===== src/rtl/ibpm_pkg.sv =====
package ibpm_pkg;

  // result field widths
  localparam int unsigned StatusW = 2;
  localparam int unsigned DepthW  = 3;
  localparam int unsigned TopW    = 4;
  localparam int unsigned OffW    = 13;
  localparam int unsigned ResultW = StatusW + DepthW + TopW + 3 * OffW;

  // register map, indexed by paddr[4:3]
  localparam logic [1:0] REG_FS_VERSION  = 2'd0;
  localparam logic [1:0] REG_BLOCK_SHIFT = 2'd1;
  localparam logic [1:0] REG_MAX_BYTES   = 2'd2;

  localparam logic        FS_VERSION_RST  = 1'b0;
  localparam logic [3:0]  BLOCK_SHIFT_RST = 4'd10;
  localparam logic [62:0] MAX_BYTES_RST   = 63'd268966912;

  // layout constants
  localparam logic [3:0] DIRECT_SLOTS    = 4'd7;
  localparam logic [3:0] V1_ENTRY_SHIFT  = 4'd9;
  localparam logic [3:0] V1_BYTE_SHIFT   = 4'd10;
  localparam logic [3:0] MIN_BLOCK_SHIFT = 4'd10;

  typedef enum logic [StatusW-1:0] {
    STATUS_MAPPED   = 2'd0,
    STATUS_NEGATIVE = 2'd1,
    STATUS_RANGE    = 2'd2
  } status_e;

  typedef struct packed {
    logic [OffW-1:0]   level3_offset;
    logic [OffW-1:0]   level2_offset;
    logic [OffW-1:0]   level1_offset;
    logic [TopW-1:0]   top_offset;
    logic [DepthW-1:0] path_depth;
    status_e           status;
  } result_t;

endpackage


===== src/rtl/ibpm_map.sv =====
module ibpm_map #(
  parameter int unsigned INDEX_BITS      = 40,
  parameter int unsigned MAX_BLOCK_SHIFT = 15
) (
  input  logic [INDEX_BITS-1:0] block_index_i,
  input  logic                  fs_version_i,
  input  logic [3:0]            block_shift_i,
  input  logic [62:0]           max_bytes_i,
  output ibpm_pkg::result_t     result_o
);

  localparam int unsigned IdxW   = INDEX_BITS - 1;
  localparam int unsigned EsMax  = MAX_BLOCK_SHIFT - 2;
  localparam int unsigned TreeW  = (INDEX_BITS > 3 * EsMax + 2) ? INDEX_BITS : 3 * EsMax + 2;
  localparam int unsigned LimW   = (IdxW + MAX_BLOCK_SHIFT > 63) ? IdxW + MAX_BLOCK_SHIFT : 63;
  localparam logic [4:0]  MaxShW = 5'(MAX_BLOCK_SHIFT);
  localparam int unsigned OffW   = ibpm_pkg::OffW;

  logic              negative;
  logic [IdxW-1:0]   idx;
  logic [3:0]        bs_clamped;
  logic [3:0]        es;
  logic [3:0]        byte_shift;
  logic [4:0]        es2;
  logic [5:0]        es3;
  logic [LimW-1:0]   scaled;
  logic              over_limit;
  logic [TreeW-1:0]  idx_t;
  logic [TreeW-1:0]  ent;
  logic [TreeW-1:0]  em;
  logic [TreeW-1:0]  bound2;
  logic [TreeW-1:0]  bound3;
  logic [TreeW-1:0]  bound4;
  logic              in_direct;
  logic              in_single;
  logic              in_double;
  logic              in_triple;
  logic [TreeW-1:0]  base;
  logic [TreeW-1:0]  rel;
  logic [TreeW-1:0]  rel_s1;
  logic [TreeW-1:0]  rel_s2;

  always_comb begin
    negative = block_index_i[INDEX_BITS-1];
    idx      = block_index_i[IdxW-1:0];

    bs_clamped = block_shift_i;
    if (block_shift_i < ibpm_pkg::MIN_BLOCK_SHIFT) begin
      bs_clamped = ibpm_pkg::MIN_BLOCK_SHIFT;
    end else if ({1'b0, block_shift_i} > MaxShW) begin
      bs_clamped = MaxShW[3:0];
    end

    if (fs_version_i) begin
      es         = bs_clamped - 4'd2;
      byte_shift = bs_clamped;
    end else begin
      es         = ibpm_pkg::V1_ENTRY_SHIFT;
      byte_shift = ibpm_pkg::V1_BYTE_SHIFT;
    end
    es2 = {es, 1'b0};
    es3 = {2'b00, es} + {1'b0, es, 1'b0};

    // index * block size >= max_bytes, exact in a widened compare
    scaled     = LimW'(idx) << byte_shift;
    over_limit = scaled >= LimW'(max_bytes_i);

    // region sizes are distinct powers of two above the direct slots, so the
    // running sums are plain ors
    idx_t  = TreeW'(idx);
    ent    = TreeW'(1) << es;
    em     = ent - TreeW'(1);
    bound2 = ent | TreeW'(ibpm_pkg::DIRECT_SLOTS);
    bound3 = bound2 | (TreeW'(1) << es2);
    bound4 = bound3 | (TreeW'(1) << es3);

    in_direct = idx_t < TreeW'(ibpm_pkg::DIRECT_SLOTS);
    in_single = idx_t < bound2;
    in_double = idx_t < bound3;
    in_triple = fs_version_i && (idx_t < bound4);

    if (in_single) begin
      base = TreeW'(ibpm_pkg::DIRECT_SLOTS);
    end else if (in_double) begin
      base = bound2;
    end else begin
      base = bound3;
    end
    rel    = idx_t - base;
    rel_s1 = rel >> es;
    rel_s2 = rel >> es2;

    result_o = '0;
    if (negative) begin
      result_o.status = ibpm_pkg::STATUS_NEGATIVE;
    end else if (over_limit) begin
      result_o.status = ibpm_pkg::STATUS_RANGE;
    end else if (in_direct) begin
      result_o.status     = ibpm_pkg::STATUS_MAPPED;
      result_o.path_depth = 3'd1;
      result_o.top_offset = idx_t[3:0];
    end else if (in_single) begin
      result_o.status        = ibpm_pkg::STATUS_MAPPED;
      result_o.path_depth    = 3'd2;
      result_o.top_offset    = ibpm_pkg::DIRECT_SLOTS;
      result_o.level1_offset = rel[OffW-1:0];
    end else if (in_double) begin
      result_o.status        = ibpm_pkg::STATUS_MAPPED;
      result_o.path_depth    = 3'd3;
      result_o.top_offset    = ibpm_pkg::DIRECT_SLOTS + 4'd1;
      result_o.level1_offset = rel_s1[OffW-1:0];
      result_o.level2_offset = rel[OffW-1:0] & em[OffW-1:0];
    end else if (in_triple) begin
      result_o.status        = ibpm_pkg::STATUS_MAPPED;
      result_o.path_depth    = 3'd4;
      result_o.top_offset    = ibpm_pkg::DIRECT_SLOTS + 4'd2;
      result_o.level1_offset = rel_s2[OffW-1:0];
      result_o.level2_offset = rel_s1[OffW-1:0] & em[OffW-1:0];
      result_o.level3_offset = rel[OffW-1:0] & em[OffW-1:0];
    end else begin
      result_o.status = ibpm_pkg::STATUS_RANGE;
    end
  end

endmodule


===== src/rtl/inode_block_path_mapper.sv =====
// Maps a logical file block index to its inode pointer path (depth 1 to 4,
// slot and per-level offsets). One index is taken per clock cycle when the
// output side keeps up. An accepted index is held in the input register
// while the mapping logic feeds the result register, from which the result
// is offered once that register is free. While a result waits, a second
// index is held in the input register and tready drops only then.
// Configuration lives behind the APB port at byte addresses 0x00
// (fs_version), 0x08 (block_shift, log2 of the block size) and 0x10
// (max_bytes) and must only be changed while no index is in flight.
module inode_block_path_mapper #(
  parameter int unsigned MAX_BLOCK_SHIFT = 15,
  parameter int unsigned INDEX_BITS      = 40
) (
  input  logic                                clk_i,
  input  logic                                rst_ni,
  // input stream
  input  logic                                s_axis_tvalid,
  output logic                                s_axis_tready,
  // [INDEX_BITS-1:0] block_index, rest zero padding
  input  logic [((INDEX_BITS + 7) / 8) * 8 - 1:0] s_axis_tdata,
  // result stream
  output logic                                m_axis_tvalid,
  input  logic                                m_axis_tready,
  // [1:0] status, [4:2] path_depth, [8:5] top_offset, [21:9] level1_offset,
  // [34:22] level2_offset, [47:35] level3_offset
  output logic [ibpm_pkg::ResultW-1:0]        m_axis_tdata,
  // configuration
  input  logic                                psel,
  input  logic                                penable,
  input  logic                                pwrite,
  input  logic [4:0]                          paddr,
  input  logic [63:0]                         pwdata,
  output logic [63:0]                         prdata,
  output logic                                pready
);

  logic                    fs_version_q;
  logic [3:0]              block_shift_q;
  logic [62:0]             max_bytes_q;
  logic                    cfg_write;

  logic                    in_valid_q;
  logic [INDEX_BITS-1:0]   in_index_q;
  logic                    out_valid_q;
  ibpm_pkg::result_t       out_result_q;
  ibpm_pkg::result_t       result_d;
  logic                    out_ready;
  logic                    advance;

  assign pready    = 1'b1;
  assign cfg_write = psel && penable && pwrite && pready;

  always_ff @(posedge clk_i or negedge rst_ni) begin
    if (!rst_ni) begin
      fs_version_q  <= ibpm_pkg::FS_VERSION_RST;
      block_shift_q <= ibpm_pkg::BLOCK_SHIFT_RST;
      max_bytes_q   <= ibpm_pkg::MAX_BYTES_RST;
    end else if (cfg_write) begin
      case (paddr[4:3])
        ibpm_pkg::REG_FS_VERSION:  fs_version_q  <= pwdata[0];
        ibpm_pkg::REG_BLOCK_SHIFT: block_shift_q <= pwdata[3:0];
        ibpm_pkg::REG_MAX_BYTES:   max_bytes_q   <= pwdata[62:0];
        default: ;
      endcase
    end
  end

  always_comb begin
    case (paddr[4:3])
      ibpm_pkg::REG_FS_VERSION:  prdata = {63'd0, fs_version_q};
      ibpm_pkg::REG_BLOCK_SHIFT: prdata = {60'd0, block_shift_q};
      ibpm_pkg::REG_MAX_BYTES:   prdata = {1'b0, max_bytes_q};
      default:                   prdata = '0;
    endcase
  end

  // result register frees when empty or when its transfer completes
  assign out_ready     = !out_valid_q || m_axis_tready;
  assign advance       = in_valid_q && out_ready;
  assign s_axis_tready = !in_valid_q || out_ready;

  always_ff @(posedge clk_i or negedge rst_ni) begin
    if (!rst_ni) begin
      in_valid_q  <= 1'b0;
      out_valid_q <= 1'b0;
    end else begin
      if (s_axis_tready) begin
        in_valid_q <= s_axis_tvalid;
      end
      if (out_ready) begin
        out_valid_q <= in_valid_q;
      end
    end
  end

  always_ff @(posedge clk_i) begin
    if (s_axis_tvalid && s_axis_tready) begin
      in_index_q <= s_axis_tdata[INDEX_BITS-1:0];
    end
    if (advance) begin
      out_result_q <= result_d;
    end
  end

  ibpm_map #(
    .INDEX_BITS      (INDEX_BITS),
    .MAX_BLOCK_SHIFT (MAX_BLOCK_SHIFT)
  ) u_map (
    .block_index_i (in_index_q),
    .fs_version_i  (fs_version_q),
    .block_shift_i (block_shift_q),
    .max_bytes_i   (max_bytes_q),
    .result_o      (result_d)
  );

  assign m_axis_tvalid = out_valid_q;
  assign m_axis_tdata  = out_result_q;

endmodule

===== config.mk =====
export PLATFORM = sky130hd
export DESIGN_NAME = inode_block_path_mapper
export DESIGN_NICKNAME = d
export VERILOG_FILES = /design/src/rtl/ibpm_pkg.sv /design/src/rtl/ibpm_map.sv /design/src/rtl/inode_block_path_mapper.sv
export SDC_FILE = /design/constraint.sdc
export NUM_CORES = 1
export LEC_CHECK = 0
export ABC_AREA = 1
export BUFFER_PORTS_ARGS = -buffer_cell sky130_fd_sc_hd__buf_2
export CAP_MARGIN = 15
export CELL_PAD_IN_SITES_DETAIL_PLACEMENT = 1
export CELL_PAD_IN_SITES_GLOBAL_PLACEMENT = 1
export CORE_ASPECT_RATIO = 1.75
export CORE_MARGIN = 1.5
export CORE_UTILIZATION = 42
export DETAILED_ROUTE_END_ITERATION = 16
export HOLD_SLACK_MARGIN = 0.02
export MAX_ROUTING_LAYER = met4
export PLACE_DENSITY_LB_ADDON = 0.15
export SYNTH_ARGS = -nofsm -noshare
export SYNTH_HDL_FRONTEND = slang
export SYNTH_SLANG_ARGS = --single-unit

===== constraint.sdc =====
create_clock -name clk_i -period 9.21 [get_ports clk_i]
set_input_delay 1.842 -clock clk_i [delete_from_list [all_inputs] [get_ports clk_i]]
set_output_delay 1.842 -clock clk_i [all_outputs]
set_load 0.01 [all_outputs]

* Word-level counts from Yosys, hierarchy flattened
Cells that the tools add are included.
** Word-level totals
- Word-level logic and storage cells :: 70
- Register bits :: 158
- Input bits :: 116
- Output and inout bits :: 115
** Operators by class
- Add/subtract/negate cells :: 4
- Order comparisons :: 6
- Bitwise gates (word level) :: 4
- Equal/unequal tests :: 2
- Mux-type cells :: 17
- Reductions and logical operators :: 17
- Shift-type cells :: 6
** Operator list (count)
- 2-to-1 mux 46 bit :: 6
- case mux 63 bit (3 select lines) :: 1
- less-than comparator 39 x 41 -> 1 bit :: 3
- 2-to-1 mux 41 bit :: 2
- OR 41 bit :: 2
- >= comparator 63 bit :: 1
- << shifter 39 x 4 -> 63 bit :: 1
- << shifter 1 x 4 -> 41 bit (first input constant) :: 1
- << shifter 1 x 5 -> 41 bit (first input constant) :: 1
- << shifter 1 x 6 -> 41 bit (first input constant) :: 1
- right shift 41 x 4 -> 13 bit :: 1
- right shift 41 x 5 -> 13 bit :: 1
- subtractor 39 x 41 -> 41 bit :: 1
- less-than comparator 39 x 3 -> 1 bit (second input constant) :: 1
- 2-to-1 mux 35 bit :: 1
- AND 13 bit :: 2
- 2-to-1 mux 22 bit :: 1
- subtractor 13 x 1 -> 13 bit (second input constant) :: 1
- 2-to-1 mux 4 bit :: 3
- 2-to-1 mux 9 bit :: 1
- adder 4 x 5 -> 6 bit :: 1
- AND reduction 2 bit :: 3
- logical AND 1 bit :: 5
- OR reduction 5 bit :: 1
- 11 further kinds :: 14

* Depth between registers and ports, before layout
- Word-level depth :: 22
- Mapped depth :: 46
- Gate-level depth less buffers :: 45

* By module
From an unflattened synthesis, not the netlist that was laid out.
** Unflattened totals
- Cells, all modules :: 2714
- Area total of the unflattened synthesis :: 16868.7 um^2
** By module, submodules not included
- ibpm_map :: area each 10948.0 um^2, cells an instance 2174, seq. area each 0.0 um^2, instances 1
- inode_block_path_mapper :: area each 5920.7 um^2, cells an instance 540, seq. area each 4403.0 um^2, instances 1

* Worst setup path before layout
No wires, ideal clock.
- Kind :: register to register
- Start point :: reg block_shift_q[3]
- End point :: reg out_result_q, in the netlist m_axis_tdata[10], data pin
- Setup time :: 254 ps
- Stages on the path, launching flop included :: 45
- Arrival :: 5176 ps
- Path slack :: 3780 ps
- Cell sequence :: dfstp_2 > nand2_2 > nor2_4 > ha_1 > nor2_4 > inv_2 > nor2_2 > inv_2 > nor2_1 > inv_1 > nor2_1 > inv_1 > nand2_1 > inv_1 > ha_1 > a21oi_1 > nor2_1 > nor2_1 > (+9 left out) > nand2_1 > inv_1 > a21oi_1 > nand2_1 > inv_1 > nand2_1 > nand2_1 > nand3_1 > nand2_1 > nand2_1 > nand2_1 > nand2_1 > nand2_1 > nand2_1 > nand3_1 > o21ai_0 > nand2_1 > nand2_1
** Between the ends
- Cells in the longest elaborated chain, start to end :: 19
- Elaborated cells on any way between the ends :: 31
- Those cells by class :: add/sub (3); order compare (5); shift (6); mux (13); bitwise (2); reduce/logical (2)
** RTL lines
- start, declared :: RTL line inode_block_path_mapper.sv:38 : logic [3:0] block_shift_q;
- start signal, assigned :: RTL line inode_block_path_mapper.sv:56 : block_shift_q <= ibpm_pkg::BLOCK_SHIFT_RST;
- start signal, assigned :: RTL line inode_block_path_mapper.sv:61 : ibpm_pkg::REG_BLOCK_SHIFT: block_shift_q <= pwdata[3:0];
- less-than comparator 4 bit :: RTL line ibpm_map.sv:48 : if (block_shift_i < ibpm_pkg::MIN_BLOCK_SHIFT) begin
- 2-to-1 mux 4 bit (*) :: RTL line ibpm_map.sv:48
- subtractor 4 x 2 -> 4 bit :: RTL line ibpm_map.sv:55 : es = bs_clamped - 4'd2;
- 2-to-1 mux 4 bit :: RTL line ibpm_map.sv:54 : if (fs_version_i) begin
- << shifter 1 x 5 -> 41 bit / << shifter 1 x 4 -> 41 bit (equally long branches) :: RTL line ibpm_map.sv:74, ibpm_map.sv:71
- OR 41 bit :: RTL line ibpm_map.sv:74 : bound3 = bound2 | (TreeW'(1) << es2);
- less-than comparator 39 x 41 -> 1 bit :: RTL line ibpm_map.sv:79 : in_double = idx_t < bound3;
- 2-to-1 mux 41 bit :: RTL line ibpm_map.sv:84 : end else if (in_double) begin
- (+3 left out)
- 2-to-1 mux 46 bit :: RTL line ibpm_map.sv:113 : end else if (in_triple) begin
- 2-to-1 mux 46 bit :: RTL line ibpm_map.sv:107 : end else if (in_double) begin
- 2-to-1 mux 46 bit :: RTL line ibpm_map.sv:102 : end else if (in_single) begin
- 2-to-1 mux 46 bit :: RTL line ibpm_map.sv:98 : end else if (in_direct) begin
- 2-to-1 mux 46 bit :: RTL line ibpm_map.sv:96 : end else if (over_limit) begin
- 2-to-1 mux 46 bit :: RTL line ibpm_map.sv:94 : if (negative) begin
- 2-to-1 mux 35 bit :: RTL line ibpm_map.sv:107
- 2-to-1 mux 22 bit :: RTL line ibpm_map.sv:102
- end signal, assigned :: RTL line inode_block_path_mapper.sv:101 : out_result_q <= result_d;
- end, declared :: RTL line inode_block_path_mapper.sv:45 : ibpm_pkg::result_t out_result_q;
Every way passes the cells marked *; elsewhere a longest branch is shown, timed or not. The select of a mux whose other input is x is not followed.
A chain may end at the register's enable or synchronous reset.

* Final worst setup path
- Start point :: reg block_shift_q[3]
- End point :: reg out_result_q, in the netlist m_axis_tdata[33], data pin
** Between the ends
- Cells in the longest elaborated chain, start to end :: 19
- Elaborated cells on any way between the ends :: 32
- Those cells by class :: add/sub (4); order compare (5); shift (5); mux (12); bitwise (4); reduce/logical (2)
** RTL lines
- less-than comparator 4 bit :: RTL line ibpm_map.sv:48
- 2-to-1 mux 4 bit (*) :: RTL line ibpm_map.sv:48
- subtractor 4 x 2 -> 4 bit :: RTL line ibpm_map.sv:55
- 2-to-1 mux 4 bit :: RTL line ibpm_map.sv:54
- << shifter 1 x 5 -> 41 bit / << shifter 1 x 4 -> 41 bit (equally long branches) :: RTL line ibpm_map.sv:74, ibpm_map.sv:71
- OR 41 bit :: RTL line ibpm_map.sv:74
- less-than comparator 39 x 41 -> 1 bit :: RTL line ibpm_map.sv:79
- 2-to-1 mux 41 bit :: RTL line ibpm_map.sv:84
- (+3 left out)
- AND 13 bit :: RTL line ibpm_map.sv:118 : result_o.level2_offset = rel_s1[OffW-1:0] & em[OffW-1:0];
- 2-to-1 mux 46 bit :: RTL line ibpm_map.sv:113
- 2-to-1 mux 46 bit :: RTL line ibpm_map.sv:107
- 2-to-1 mux 46 bit :: RTL line ibpm_map.sv:102
- 2-to-1 mux 46 bit :: RTL line ibpm_map.sv:98
- 2-to-1 mux 46 bit :: RTL line ibpm_map.sv:96
- 2-to-1 mux 46 bit :: RTL line ibpm_map.sv:94
- 2-to-1 mux 35 bit :: RTL line ibpm_map.sv:107
Marked as above.

==> flow_summary.toml <==
[floorplan]
initial_core_util_pct = 42.52
die_w_um = 152.0
die_h_um = 263.8
ios = 231
die_area_um2 = 40100
row_count = 95
core_area_um2 = 38390

[power]
ir_drop_mv = 0.1130
leakagePower_nw = 10.36
power_density_nw_per_um2 = 195.7

[final_layout]
stdcell_count = 3481
design_area_um2 = 20220
syn_to_final_growth_pct = 23.90
final_layout_size_suffix_gt1_share_pct = 18.33
num-nets-final = 3244
final_util_pct = 52.68

[grt]
grt_overflow = 0
grt_pass1_vias = 22260
grt_max_degree = 110
grt_pass1_wl_mm = 130.2
grt_use_total_pct = 44.27
antenna_found_initial = 1

[setup_path]
worstPathArrival_ps = 7800
crit_required_ps = 9420
path_common_cell = "nand2_1"
end_kind = "flip-flop"
worstSetupPathType = "reg2reg"
slowest_stage = "dfstp_2"
cp_max_fo = 11
start_kind = "flip-flop"
cpPeakStageDelay_ps = 570

[clocking]
cts_resized = 0
clk-insertion-delay-late_ps = 490
cts_max_path_buffers = 2
cts_root_buffer = "clkbuf_16"
cts-buffers-inserted = 17
cts-htree-levels = 4
cts_tree = "yes"
hold_buffers = 0
clk_pin_slew_worst_paths_ps = 80
postCtsSetupBuffers = 0
clock_sinks = 158

[timing]
timing.fmax_mhz = 131.8
drv_slew = 0
setup_viol = 0
layout_worst_path_cycle_share_pct = 82.38
fin_skew_ps = 27.80
slew_headroom_pct = 24.90
worst_slew_pin_slew_ps = 1122
tns_ps = 0
rsz0062_at_grt = "no"
hold_violations = 0
fin_crit_ps = 7587

[synthesis]
synth_top_area_share_pct = 17.91
syn_avg_cell_area_um2 = 6.344
ys_types = 46
synth_warnings = 0
ys_seq_area_share_pct = 26.97
netlist_instances = 2573
yosysTopAreaCell = "nand2_1"
synth-main-ff-cell = "edfxtp_1"
syn-cell-area_um2 = 16320
netlist_top_cells_area = "nand2_1 (18%), edfxtp_1 (16%), ha_1 (11%), dfrtp_1 (9.7%), nand3_1 (8.6%)"
synth_seq_cells = 158
synthArstFlopShare_pct = 44.30
synth_edf_count = 88

[placement]
place_congestion = 1.020
hpwlAfterDp_mm = 69.28
placedCellCount = 3447
postPlaceCellArea_um2 = 19600
port_buffers = 224

[routing]
drc = 0
wl_mm = 86.85
drt-pass1-iter-count = 6
post_drt_via_cell_ratio = 5.872
ant_nets = 0
routedWlPerCell_um = 24.95
vias = 20440
drt_iter0_markers = 1433

[job]
cap_violations = 0

[hold_path]
worstHoldPathType = "reg2reg"

[outcome]
status = "finished, final reports clean"
==> final timing paths <==
path                                  start  slack [ps]               end  cells past startpoint
max                        block_shift_q[3]        1620  m_axis_tdata[33]                     41
min                          in_index_q[39]         520   m_axis_tdata[0]                      0
max reg2reg                block_shift_q[3]        1620  m_axis_tdata[33]                     41
min reg2reg                  in_index_q[39]         520   m_axis_tdata[0]                      0
max in group asynchronous            rst_ni        7060        in_valid_q                      1
min in group asynchronous            rst_ni        1490   max_bytes_q[49]                      1
==> per-stage QoR <==
stage               hold WS [ps]  setup WS, ps  power, mW
detailed placement         499.1          1938      3.082
floorplan                  447.1          3780      2.133
CTS                        521.7          1893      3.889
finish                     523.8          1623      3.958
global route               542.8          1338      4.150
global placement           486.5          2176      2.967
==> report_power, final <==
group | switching (mW) | internal (mW)
Sequential | 0.0876 | 0.869
Combinational | 1.49 | 0.744
Clock | 0.373 | 0.398
Total | 1.95 | 2.01
==> flip-flops by register name (all words and copies together) (netlist names) <==
signal / cells
fs_version_q: 1
max_bytes_q: 63
in_valid_q: 1
m_axis_tdata: 48
block_shift_q: 4
m_axis_tvalid: 1
in_index_q: 40
==> critical path, delay by kind of cell (launching register included) <==
kind                       cells  cell delay, ps
AOI/OAI and AO/OA              6             910
and+or+nand+nor               23            3600
buffers and inverters          9            1320
DFF                            1             570
adders and majority gates      3             880
==> logic make-up after synthesis <==
kind of cell	Yosys count	share of synthesized area, %
AND/OR/NAND/NOR	1441	37.18
buffers and inverters	401	9.398
AO/OA/AOI/OAI	376	12.25
flip-flops	158	26.97
adder cells (fa/ha/maj)	146	11.24
multiplexers	38	2.330
XOR/XNOR	11	0.5902
other	2	0.04601
==> layout make-up <==
cell class	instances	area [um2]
clock buffer	21	493.0
timing repair buffer	464	2963
antenna	1	2.502
clock inverter	11	108.9
tap	485	606.8
inverter	317	1190
fill	5273	18170
sequential	158	4403
multi-input combinational	2024	10460
==> synth_stat cells (all sizes together), types with 12 or more instances <==
| master | number |
|---|---|
| a21oi | 125 |
| buf | 34 |
| clkbuf | 50 |
| dfrtp | 63 |
| edfxtp | 88 |
| ha | 145 |
| inv | 317 |
| mux2i | 38 |
| nand2 | 787 |
| nand3 | 280 |
| nand4 | 50 |
| nor2 | 266 |
| nor3 | 40 |
| nor4 | 12 |
| o211ai | 14 |
| o21ai | 205 |
==> cells in the final DEF, fill, tap and decap left out, drive strengths merged, types with 2 or more instances in the layout <==
cell    synthesis  routed
ha            145     145
o21a            4       4
nand3b          2       2
o21bai          5       5
inv           317     325
clkinv          0       3
dfstp           7       7
conb            2      12
nand2         787     787
edfxtp         88      88
xor2            6       6
a22oi           2       2
buf            34     464
xnor2           5       5
o211ai         14      14
o22ai           5       5
nand3         280     280
a21oi         125     125
mux2i          38      38
a21o            7       7
nor2          266     266
nand4          50      50
a31oi           4       4
nor3           40      40
o21ai         205     205
clkbuf         50      21
nor4           12      12
dfrtp          63      63
or2             2       2
==> routing by layer <==
metal / GRT usage, % / wire length [um] / vias to the layer above
li1: - / - / 9312
met1: 41.76 / 29140 / 9783
met2: 76.30 / 43260 / 909
met3: 7.316 / 4915 / 437
met4: 41.04 / 9531 / 0
met5: - / 0 / -
Power figures use the tool's default switching activity.
